**src/design/lup_pkg.sv**
```systemverilog
// Shared types, codes and defaults for the LUP linear solver.
// Used by the controller, the datapath and the top level; depends on nothing.
`timescale 1ns / 1ps
`default_nettype none

package lup_pkg;

    localparam int DEF_MAX_N     = 8;
    localparam int DEF_FRAC_BITS = 16;
    localparam int DATA_W        = 32;
    localparam int SIZE_W        = 4;
    localparam logic [SIZE_W-1:0] SIZE_RESET = 4'd8;

    // Request kinds carried on s_tuser.
    localparam logic [1:0] MODE_MTX   = 2'd0;
    localparam logic [1:0] MODE_RHS   = 2'd1;
    localparam logic [1:0] MODE_SOLVE = 2'd2;

    // Matrix address sources (row, column).
    localparam logic [2:0] ASEL_IN = 3'd0;
    localparam logic [2:0] ASEL_IK = 3'd1;
    localparam logic [2:0] ASEL_KJ = 3'd2;
    localparam logic [2:0] ASEL_IJ = 3'd3;
    localparam logic [2:0] ASEL_PJ = 3'd4;
    localparam logic [2:0] ASEL_KK = 3'd5;
    localparam logic [2:0] ASEL_II = 3'd6;

    // Matrix write data sources.
    localparam logic [2:0] WD_IN  = 3'd0;
    localparam logic [2:0] WD_RD  = 3'd1;
    localparam logic [2:0] WD_TMP = 3'd2;
    localparam logic [2:0] WD_DIV = 3'd3;
    localparam logic [2:0] WD_SUB = 3'd4;

    // Work vector read index sources.
    localparam logic [1:0] WK_I    = 2'd0;
    localparam logic [1:0] WK_J    = 2'd1;
    localparam logic [1:0] WK_K    = 2'd2;
    localparam logic [1:0] WK_PICK = 2'd3;

    localparam logic MUL_LF_RD  = 1'b0;
    localparam logic MUL_RD_WK  = 1'b1;
    localparam logic SUB_RD     = 1'b0;
    localparam logic SUB_ACC    = 1'b1;
    localparam logic DIV_RD_PIV = 1'b0;
    localparam logic DIV_ACC_RD = 1'b1;

    typedef struct packed {
        logic       ram_we;
        logic [2:0] rd_sel;
        logic [2:0] wr_sel;
        logic [2:0] wd_sel;
        logic       rhs_we;
        logic       copy_rhs;
        logic       piv_init;
        logic       piv_cmp;
        logic       set_sing;
        logic       clr_sing;
        logic       tmp_ld_rd;
        logic       tmp_ld_wk;
        logic [1:0] wk_sel;
        logic       wk_swap;
        logic       piv_ld;
        logic       lfac_ld;
        logic       mul_ld;
        logic       mul_src;
        logic       acc_ld_wk;
        logic       acc_ld_sub;
        logic       sub_src;
        logic       wk_ld_acc;
        logic       wk_ld_div;
        logic       div_start;
        logic       div_src;
        logic       out_ld;
        logic       out_last;
    } cmd_t;

    typedef struct packed {
        logic best_zero;
        logic pick_is_k;
        logic div_done;
        logic out_free;
    } stat_t;

endpackage

`default_nettype wire

```
**src/design/lup_ctrl.sv**
```systemverilog
// Solver controller: order register, loop counters and the sequencer that
// drives the datapath through decomposition, substitution and output.
// Depends on lup_pkg.
`timescale 1ns / 1ps
`default_nettype none

module lup_ctrl
    import lup_pkg::*;
#(
    parameter int MAX_N = DEF_MAX_N
) (
    input  wire logic                     aclk,
    input  wire logic                     aresetn,
    input  wire logic                     cfg_wr_en,
    input  wire logic [SIZE_W-1:0]        cfg_wr_data,
    input  wire logic                     in_valid,
    output logic                          in_ready,
    input  wire logic [1:0]               in_mode,
    input  wire logic [2:0]               in_row,
    input  wire logic [2:0]               in_col,
    input  wire stat_t                    stat,
    output cmd_t                          cmd,
    output logic [$clog2(MAX_N)-1:0]      cur_i,
    output logic [$clog2(MAX_N)-1:0]      cur_j,
    output logic [$clog2(MAX_N)-1:0]      cur_k
);

    localparam int IW = $clog2(MAX_N);
    localparam int CW = $clog2(MAX_N + 1);

    localparam logic [5:0] ST_IDLE    = 6'd0;
    localparam logic [5:0] ST_PS_INIT = 6'd1;
    localparam logic [5:0] ST_PS_RD   = 6'd2;
    localparam logic [5:0] ST_PS_CMP  = 6'd3;
    localparam logic [5:0] ST_PS_CHK  = 6'd4;
    localparam logic [5:0] ST_SW_A    = 6'd5;
    localparam logic [5:0] ST_SW_B    = 6'd6;
    localparam logic [5:0] ST_SW_C    = 6'd7;
    localparam logic [5:0] ST_SW_D    = 6'd8;
    localparam logic [5:0] ST_WS_A    = 6'd9;
    localparam logic [5:0] ST_WS_B    = 6'd10;
    localparam logic [5:0] ST_EL_P    = 6'd11;
    localparam logic [5:0] ST_EL_P2   = 6'd12;
    localparam logic [5:0] ST_EL_I    = 6'd13;
    localparam logic [5:0] ST_EL_I2   = 6'd14;
    localparam logic [5:0] ST_EL_DIV  = 6'd15;
    localparam logic [5:0] ST_EL_J    = 6'd16;
    localparam logic [5:0] ST_EL_J2   = 6'd17;
    localparam logic [5:0] ST_EL_J3   = 6'd18;
    localparam logic [5:0] ST_K_NEXT  = 6'd19;
    localparam logic [5:0] ST_FW_I    = 6'd20;
    localparam logic [5:0] ST_FW_RD   = 6'd21;
    localparam logic [5:0] ST_FW_MUL  = 6'd22;
    localparam logic [5:0] ST_FW_SUB  = 6'd23;
    localparam logic [5:0] ST_FW_W    = 6'd24;
    localparam logic [5:0] ST_BK_I    = 6'd25;
    localparam logic [5:0] ST_BK_RD   = 6'd26;
    localparam logic [5:0] ST_BK_MUL  = 6'd27;
    localparam logic [5:0] ST_BK_SUB  = 6'd28;
    localparam logic [5:0] ST_BK_P    = 6'd29;
    localparam logic [5:0] ST_BK_P2   = 6'd30;
    localparam logic [5:0] ST_BK_DIV  = 6'd31;
    localparam logic [5:0] ST_EMIT    = 6'd32;

    logic [5:0]        state_reg, state_next;
    logic [SIZE_W-1:0] size_reg;
    logic [CW-1:0]     n_reg, n_next;
    logic [CW-1:0]     i_reg, i_next, j_reg, j_next, k_reg, k_next;
    logic [CW-1:0]     i_inc, j_inc, k_inc;
    logic              row_ok, col_ok;

    assign i_inc  = CW'(i_reg + 1'b1);
    assign j_inc  = CW'(j_reg + 1'b1);
    assign k_inc  = CW'(k_reg + 1'b1);
    assign row_ok = (int'(in_row) < MAX_N);
    assign col_ok = (int'(in_col) < MAX_N);

    always_comb begin
        state_next = state_reg;
        n_next     = n_reg;
        i_next     = i_reg;
        j_next     = j_reg;
        k_next     = k_reg;
        cmd        = '0;
        in_ready   = 1'b0;
        case (state_reg)
            ST_IDLE: begin
                in_ready = 1'b1;
                if (in_valid) begin
                    case (in_mode)
                        MODE_MTX: begin
                            cmd.ram_we = row_ok && col_ok;
                            cmd.wr_sel = ASEL_IN;
                            cmd.wd_sel = WD_IN;
                        end
                        MODE_RHS: begin
                            cmd.rhs_we = row_ok;
                        end
                        MODE_SOLVE: begin
                            if (size_reg == '0) begin
                                n_next = CW'(1);
                            end else if (int'(size_reg) > MAX_N) begin
                                n_next = CW'(MAX_N);
                            end else begin
                                n_next = CW'(size_reg);
                            end
                            cmd.copy_rhs = 1'b1;
                            cmd.clr_sing = 1'b1;
                            k_next       = '0;
                            state_next   = ST_PS_INIT;
                        end
                        default: begin
                        end
                    endcase
                end
            end
            ST_PS_INIT: begin
                cmd.piv_init = 1'b1;
                i_next       = k_reg;
                state_next   = ST_PS_RD;
            end
            ST_PS_RD: begin
                cmd.rd_sel = ASEL_IK;
                state_next = ST_PS_CMP;
            end
            ST_PS_CMP: begin
                cmd.piv_cmp = 1'b1;
                if (i_inc < n_reg) begin
                    i_next     = i_inc;
                    state_next = ST_PS_RD;
                end else begin
                    state_next = ST_PS_CHK;
                end
            end
            ST_PS_CHK: begin
                if (stat.best_zero) begin
                    cmd.set_sing = 1'b1;
                    i_next       = '0;
                    state_next   = ST_EMIT;
                end else if (!stat.pick_is_k) begin
                    j_next     = '0;
                    state_next = ST_SW_A;
                end else begin
                    state_next = ST_EL_P;
                end
            end
            ST_SW_A: begin
                cmd.rd_sel = ASEL_PJ;
                state_next = ST_SW_B;
            end
            ST_SW_B: begin
                cmd.rd_sel    = ASEL_KJ;
                cmd.tmp_ld_rd = 1'b1;
                state_next    = ST_SW_C;
            end
            ST_SW_C: begin
                cmd.ram_we = 1'b1;
                cmd.wr_sel = ASEL_PJ;
                cmd.wd_sel = WD_RD;
                state_next = ST_SW_D;
            end
            ST_SW_D: begin
                cmd.ram_we = 1'b1;
                cmd.wr_sel = ASEL_KJ;
                cmd.wd_sel = WD_TMP;
                j_next     = j_inc;
                state_next = (j_inc < n_reg) ? ST_SW_A : ST_WS_A;
            end
            ST_WS_A: begin
                cmd.wk_sel    = WK_PICK;
                cmd.tmp_ld_wk = 1'b1;
                state_next    = ST_WS_B;
            end
            ST_WS_B: begin
                cmd.wk_sel  = WK_K;
                cmd.wk_swap = 1'b1;
                state_next  = ST_EL_P;
            end
            ST_EL_P: begin
                cmd.rd_sel = ASEL_KK;
                state_next = ST_EL_P2;
            end
            ST_EL_P2: begin
                cmd.piv_ld = 1'b1;
                i_next     = k_inc;
                state_next = (k_inc < n_reg) ? ST_EL_I : ST_K_NEXT;
            end
            ST_EL_I: begin
                cmd.rd_sel = ASEL_IK;
                state_next = ST_EL_I2;
            end
            ST_EL_I2: begin
                cmd.div_start = 1'b1;
                cmd.div_src   = DIV_RD_PIV;
                state_next    = ST_EL_DIV;
            end
            ST_EL_DIV: begin
                if (stat.div_done) begin
                    cmd.ram_we  = 1'b1;
                    cmd.wr_sel  = ASEL_IK;
                    cmd.wd_sel  = WD_DIV;
                    cmd.lfac_ld = 1'b1;
                    j_next      = k_inc;
                    state_next  = ST_EL_J;
                end
            end
            ST_EL_J: begin
                cmd.rd_sel = ASEL_KJ;
                state_next = ST_EL_J2;
            end
            ST_EL_J2: begin
                cmd.rd_sel  = ASEL_IJ;
                cmd.mul_ld  = 1'b1;
                cmd.mul_src = MUL_LF_RD;
                state_next  = ST_EL_J3;
            end
            ST_EL_J3: begin
                cmd.ram_we  = 1'b1;
                cmd.wr_sel  = ASEL_IJ;
                cmd.wd_sel  = WD_SUB;
                cmd.sub_src = SUB_RD;
                j_next      = j_inc;
                if (j_inc < n_reg) begin
                    state_next = ST_EL_J;
                end else if (i_inc < n_reg) begin
                    i_next     = i_inc;
                    state_next = ST_EL_I;
                end else begin
                    state_next = ST_K_NEXT;
                end
            end
            ST_K_NEXT: begin
                if (k_inc < n_reg) begin
                    k_next     = k_inc;
                    state_next = ST_PS_INIT;
                end else begin
                    i_next     = '0;
                    state_next = ST_FW_I;
                end
            end
            ST_FW_I: begin
                cmd.wk_sel    = WK_I;
                cmd.acc_ld_wk = 1'b1;
                j_next        = '0;
                state_next    = (i_reg == '0) ? ST_FW_W : ST_FW_RD;
            end
            ST_FW_RD: begin
                cmd.rd_sel = ASEL_IJ;
                state_next = ST_FW_MUL;
            end
            ST_FW_MUL: begin
                cmd.wk_sel  = WK_J;
                cmd.mul_ld  = 1'b1;
                cmd.mul_src = MUL_RD_WK;
                state_next  = ST_FW_SUB;
            end
            ST_FW_SUB: begin
                cmd.acc_ld_sub = 1'b1;
                cmd.sub_src    = SUB_ACC;
                j_next         = j_inc;
                state_next     = (j_inc < i_reg) ? ST_FW_RD : ST_FW_W;
            end
            ST_FW_W: begin
                cmd.wk_ld_acc = 1'b1;
                if (i_inc < n_reg) begin
                    i_next     = i_inc;
                    state_next = ST_FW_I;
                end else begin
                    i_next     = CW'(n_reg - 1'b1);
                    state_next = ST_BK_I;
                end
            end
            ST_BK_I: begin
                cmd.wk_sel    = WK_I;
                cmd.acc_ld_wk = 1'b1;
                j_next        = i_inc;
                state_next    = (i_inc < n_reg) ? ST_BK_RD : ST_BK_P;
            end
            ST_BK_RD: begin
                cmd.rd_sel = ASEL_IJ;
                state_next = ST_BK_MUL;
            end
            ST_BK_MUL: begin
                cmd.wk_sel  = WK_J;
                cmd.mul_ld  = 1'b1;
                cmd.mul_src = MUL_RD_WK;
                state_next  = ST_BK_SUB;
            end
            ST_BK_SUB: begin
                cmd.acc_ld_sub = 1'b1;
                cmd.sub_src    = SUB_ACC;
                j_next         = j_inc;
                state_next     = (j_inc < n_reg) ? ST_BK_RD : ST_BK_P;
            end
            ST_BK_P: begin
                cmd.rd_sel = ASEL_II;
                state_next = ST_BK_P2;
            end
            ST_BK_P2: begin
                cmd.div_start = 1'b1;
                cmd.div_src   = DIV_ACC_RD;
                state_next    = ST_BK_DIV;
            end
            ST_BK_DIV: begin
                if (stat.div_done) begin
                    cmd.wk_ld_div = 1'b1;
                    if (i_reg == '0) begin
                        state_next = ST_EMIT;
                    end else begin
                        i_next     = CW'(i_reg - 1'b1);
                        state_next = ST_BK_I;
                    end
                end
            end
            ST_EMIT: begin
                cmd.wk_sel = WK_I;
                if (stat.out_free) begin
                    cmd.out_ld   = 1'b1;
                    cmd.out_last = (i_inc == n_reg);
                    i_next       = i_inc;
                    if (i_inc == n_reg) begin
                        state_next = ST_IDLE;
                    end
                end
            end
            default: begin
                state_next = ST_IDLE;
            end
        endcase
    end

    always_ff @(posedge aclk) begin
        if (!aresetn) begin
            state_reg <= ST_IDLE;
            size_reg  <= SIZE_RESET;
        end else begin
            state_reg <= state_next;
            if (cfg_wr_en) begin
                size_reg <= cfg_wr_data;
            end
        end
        n_reg <= n_next;
        i_reg <= i_next;
        j_reg <= j_next;
        k_reg <= k_next;
    end

    assign cur_i = i_reg[IW-1:0];
    assign cur_j = j_reg[IW-1:0];
    assign cur_k = k_reg[IW-1:0];

endmodule

`default_nettype wire

```
**config.mk**
```make
export PLATFORM = sky130hd
export DESIGN_NAME = lup_ctrl
export DESIGN_NICKNAME = d
export VERILOG_FILES = /design/src/design/lup_pkg.sv /design/src/design/lup_ctrl.sv
export SDC_FILE = /design/constraint.sdc
export NUM_CORES = 1
export LEC_CHECK = 0
export BUFFER_PORTS_ARGS = -buffer_cell sky130_fd_sc_hd__buf_4
export CORE_MARGIN = 3
export CORE_UTILIZATION = 40
export DETAILED_ROUTE_END_ITERATION = 10
export GPL_ROUTABILITY_DRIVEN = 0
export PLACE_DENSITY_LB_ADDON = 0.15
export SLEW_MARGIN = 20
export SYNTH_ARGS = -nofsm -noshare
export SYNTH_HDL_FRONTEND = slang
export SYNTH_SLANG_ARGS = --single-unit
export TNS_END_PERCENT = 1
```
**constraint.sdc**
```tcl
create_clock -name aclk -period 3.35 [get_ports aclk]
set_input_delay 0.335 -clock aclk [delete_from_list [all_inputs] [get_ports aclk]]
set_output_delay 0.335 -clock aclk [all_outputs]
set_load 0.01 [all_outputs]
```
Word level (Yosys, flattened, before mapping). Cells that the tools add are included.

Add/sub/neg operators: 5. Reductions and logical operators: 21. $lt $le $gt $ge: 5. Equality and inequality tests: 48. Mux-type cells: 71.

Operators with widths (count): $pmux W6 S33 (1); $eq A6 B5 Y1 const B (16); $mux W4 (21); $mux W6 (9); $eq A6 B4 Y1 const B (8); $pmux W4 S9 (1); $pmux W6 S5 (1); $eq A6 B3 Y1 const B (4); $ne A2 B2 Y1 const B (12); $mux W1 (21); $pmux W4 S5 (1); $pmux W3 S6 (1); $lt A4 B4 Y1 (4); $mux W5 (3); $add A4 B1 Y4 const B (3); $eq A6 B2 Y1 const B (2); $reduce_or A2 Y1 (6); $mux W3 (3); $reduce_bool A9 Y1 (1); $logic_not A4 Y1 (2); $mux W2 (4); $pmux W2 S2 (2); $pmux W4 S2 (1); $reduce_and A4 Y1 (2); other kinds (19) (21).

Flip-flop bits (word level): 26. Logic and storage cells: 157.

Longest topological paths before layout.
Word-level depth: 5. Mapped depth: 9.

Worst setup path before layout. No wires, ideal clock.

Path kind: flip-flop to flip-flop. Start: register k_reg[0]. End: register i_reg[0], enable pin. Library setup time: 0.305 ns. Required time: 3.045 ns. Clock period less this slack: 2.362 ns. Path slack: 0.988 ns. Arrival time: 2.057 ns. Cell stages (with the launch flop): 8. Path through: edfxtp_1 > ha_1 > ha_1 > a21bo_1 > a211oi_2 > or2_0 > nor2b_1 > o211a_1.

Word-level cells in the longest chain between the ends: 4.

Ends and longest elaborated chain: start: declaration (line lup_ctrl.sv:68) `logic [CW-1:0] i_reg, i_next, j_reg, j_next, k_reg, k_next;`; start signal: assignment (line lup_ctrl.sv:345) `k_reg <= k_next;`; $add A4 B1 Y4 (line lup_ctrl.sv:74) `assign k_inc = CW'(k_reg + 1'b1);`; named net k_inc[1] (line lup_ctrl.sv:69) `logic [CW-1:0] i_inc, j_inc, k_inc;`; $lt A4 B4 Y1 (line lup_ctrl.sv:233) `if (k_inc < n_reg) begin`; $ne A2 B2 Y1 (no line); $reduce_and A7 Y1 (no line); end signal: assignment (line lup_ctrl.sv:343) `i_reg <= i_next;`; end: declaration (line lup_ctrl.sv:68).

The timed path passes the listed nets, and every way through them passes these cells. A chain may end at the register's enable or synchronous reset.

==> out/summary.json <==
{
  "outcome": "complete, no violations",
  "final.period_utilization_pct": 90.0,
  "vias_in_the_first_global_route": 2837,
  "post_cts.repair.setup_buffers": 0,
  "timing.final.hold_violations": 0,
  "met2_wirelength_mm": 4.03,
  "synth_area_in_compound_gates_pct": 21.6,
  "netlist.area_leader.share_pct": 16.8,
  "first_pass_iters": 5,
  "total_leakage_power_nw": 1.45,
  "clkTransAtPathRegs_ns": 0.10,
  "ys.warnings.count": 0,
  "rsz0062_at_grt": "false",
  "worst-setup-path-type": "reg -> out",
  "final_cell_count_no_fill": 505,
  "place.detailed.hpwl_mm": 7.09,
  "post_route_cells_drive_above_1_share_pct": 20.0,
  "wl_met1_mm": 4.00,
  "fillers": 688,
  "maxCapViolCount": 0,
  "insertion_delay_ns": 0.28,
  "syn_avg_cell_area_um2": 7.73,
  "cp.buffers_inverters": 1,
  "die_width_um": 90.6,
  "max_reg_flops": 6,
  "cts_inserted_buffers": 3,
  "timing.final.setup_violations": 0,
  "vdd_drop_max_uv": 151,
  "finalCoreUtilization_pct": 49.0,
  "min-delay-path-class": "in -> reg",
  "initial_utilization_pct": 41.6,
  "timing.fmax_mhz": 332,
  "synth_simple_gate_area_share_pct": 31.1,
  "met3_length_um": 884,
  "final.setup.tns_ns": 0,
  "avgViaCountPerCell": 6.02,
  "place_inst": 501,
  "yosys.area_share.xor_xnor_pct": 4.29,
  "synth.area.top_cells": "sky130_fd_sc_hd__edfxtp_1 17%, sky130_fd_sc_hd__ha_1 7.9%, sky130_fd_sc_hd__dfxtp_1 7.0%, sky130_fd_sc_hd__nor2_1 5.2%, sky130_fd_sc_hd__nor3_1 4.2%",
  "synth-main-ff-cell": "sky130_fd_sc_hd__edfxtp_1",
  "fp-row-count": 30,
  "crit_chain": "nor2_1 -> nand3_1 -> nand2_1 -> a211oi_1 -> o21ai_0 -> buf_4",
  "post_cts_hold_buffer_count": 0,
  "n_antenna_cell": 0,
  "ys_seq_elements": 26,
  "synth.top_cells.by_count": "40 x sky130_fd_sc_hd__nor2_1, 24 x sky130_fd_sc_hd__nor3_1, 23 x sky130_fd_sc_hd__nand2_1",
  "data_required_time_of_the_critical_path_ns": 3.01,
  "h-tree-depth": 1,
  "max-slew-margin-rel_pct": 45.4,
  "edff_count_synth": 16,
  "share_of_synthesized_area_spent_on_multiplexers_pct": 1.75,
  "buffer_ports.inserted": 57,
  "synth_seq_area_share_pct": 23.8,
  "post_synth_fa_ha_maj_area_fraction_pct": 7.87,
  "syn_area_mm2": 0.00286,
  "crit_path_start_kind": "register",
  "ant_nets": 0,
  "max_slew.worst_pin.slew_ns": 0.817,
  "detail_route.wl_per_cell_um": 17.8,
  "finClkSkew_ns": 0.00320,
  "die_y_um": 90.6,
  "yosys.cell_types.count": 70,
  "max_stage_delay_ns": 0.80,
  "synth_top_family_by_area": "simple AND/OR/NAND/NOR gates",
  "synth_nets": 408,
  "initialDrtViolationCount": 379,
  "finalWirelength_mm": 9.01,
  "synthCells": 370,
  "cpMaxStageDelayCell": "sky130_fd_sc_hd__dfxtp_1",
  "layout-area-overhead-vs-synth_pct": 17.7,
  "tritoncts_num_sinks": 26,
  "worstPathMaxFanout": 20,
  "dieArea_mm2": 0.00820,
  "powerDensity_mw_per_mm2": 307,
  "io-pin-count": 64,
  "synth.most_common_cell": "sky130_fd_sc_hd__nor2_1",
  "clock_tree.root_cell": "sky130_fd_sc_hd__clkbuf_8",
  "crit_arrival_ns": 2.68,
  "globalRoute.totalOverflow": 0,
  "grt_use_total_pct": 21.7,
  "worst_path_dominant_cell_family": "flip-flops",
  "async_flop_share_pct": 0,
  "core_mm2": 0.00687,
  "post_cts.resized_instances": 0,
  "grt_first_pass_wirelength_mm": 14.6,
  "number_of_vias_after_detailed_routing": 3041,
  "timing.final.crit_period_ns": 3.02,
  "grt_max_degree": 24,
  "clock_tree.buffer_depth": 2,
  "clock_tree_from_tritoncts": "built",
  "report.final.slew_viol_count": 0,
  "nNetsFinal": 448,
  "worstSetupEndpointType": "output port",
  "post-layout-total-power_mw": 1.03,
  "initial_antenna_violation_count": 0,
  "remaining_drc_errors": 0,
  "library_cell_occupying_the_most_area_in_the_post_synthesis_netlist": "sky130_fd_sc_hd__edfxtp_1",
  "routed.top_layer": "met4"
}
[worst register-to-register path: cells and delay by family (launching register included)]
| kind | cells | cell delay [ns] |
|---|---|---|
| adder cells (fa/ha/maj) | 2 | 0.68 |
| AO/OA/AOI/OAI | 3 | 1.13 |
| AND/OR/NAND/NOR | 2 | 0.34 |
| flip-flops | 1 | 0.49 |
| buffers and inverters | 1 | 0.12 |
[cells by family after synthesis]
| logic type | count (synthesis) |
|---|---|
| xor+xnor | 14 |
| fa+ha+maj | 18 |
| compound gates | 87 |
| mux | 5 |
| simple gates | 165 |
| flops | 26 |
| buf+inv | 55 |
[power by group]
| part | leakage [nW] | switching (mW) | total [mW] | internal (mW) |
|---|---|---|---|---|
| Clock | 0.0339 | 0.108 | 0.238 | 0.130 |
| Sequential | 0.232 | 0.0426 | 0.405 | 0.362 |
| Combinational | 1.19 | 0.228 | 0.389 | 0.161 |
| Total | 1.45 | 0.379 | 1.03 | 0.653 |
[final timing paths]
| check | from | end | slack, ns | cells past startpoint |
|---|---|---|---|---|
| worst max-delay path | state_reg[3]$_SDFFE_PN0P_ | cmd[33] | 0.33 | 6 |
| worst min-delay path | aresetn | size_reg[3]$_SDFFE_PN1P_ | 0.24 | 2 |
| worst max register to register | i_reg[0]$_DFFE_PP_ | state_reg[4]$_SDFFE_PN0P_ | 0.45 | 8 |
| worst min register to register | size_reg[0]$_SDFFE_PN0P_ | size_reg[0]$_SDFFE_PN0P_ | 0.51 | 2 |
[metrics by stage]
| stage | setup WS [ns] | area, um2 | hold WS, ns |
|---|---|---|---|
| final | 0.334 | 3370 | 0.245 |
| after global routing | 0.298 | 3370 | 0.238 |
| after CTS | 0.493 | 3370 | 0.236 |
| after detailed placement | 0.542 | 3300 | 0.488 |
| after global placement | 0.597 | 3300 | 0.481 |
| after floorplan | 0.988 | 2860 | 0.397 |
[routing by layer]
layer	vias up	track usage [%]
li1	1432	-
met1	1421	31.1
met2	173	33.4
met3	15	4.42
met4	0	5.10
met5	-	0
[cell usage in the layout (no fill, tap or decap), types with 5 or more instances in the layout]
master / n
sky130_fd_sc_hd__nand2b_1: 8
sky130_fd_sc_hd__inv_1: 22
sky130_fd_sc_hd__and3_1: 5
sky130_fd_sc_hd__nand2_1: 23
sky130_fd_sc_hd__o21ai_0: 12
sky130_fd_sc_hd__a21oi_1: 16
sky130_fd_sc_hd__a211oi_1: 5
sky130_fd_sc_hd__xor2_1: 6
sky130_fd_sc_hd__nor3_1: 24
sky130_fd_sc_hd__nand3_1: 10
sky130_fd_sc_hd__nor2b_1: 13
sky130_fd_sc_hd__edfxtp_1: 16
sky130_fd_sc_hd__xnor2_1: 8
sky130_fd_sc_hd__buf_4: 68
sky130_fd_sc_hd__mux2i_1: 5
sky130_fd_sc_hd__dfxtp_1: 10
sky130_fd_sc_hd__or3_1: 5
sky130_fd_sc_hd__nor2_1: 40
sky130_fd_sc_hd__ha_1: 18
sky130_fd_sc_hd__a31oi_1: 8
[area by class of cell]
class                           instances  area, um2  area share (%)
Timing Repair Buffer                   68        510            15.2
Sequential cell                        26        681            20.2
Clock buffer                            4       66.3            1.97
Tap cell                               96        120            3.57
Inverter                               22       82.6            2.45
Multi-Input combinational cell        289       1910            56.6
Power figures use the tool's default switching activity.
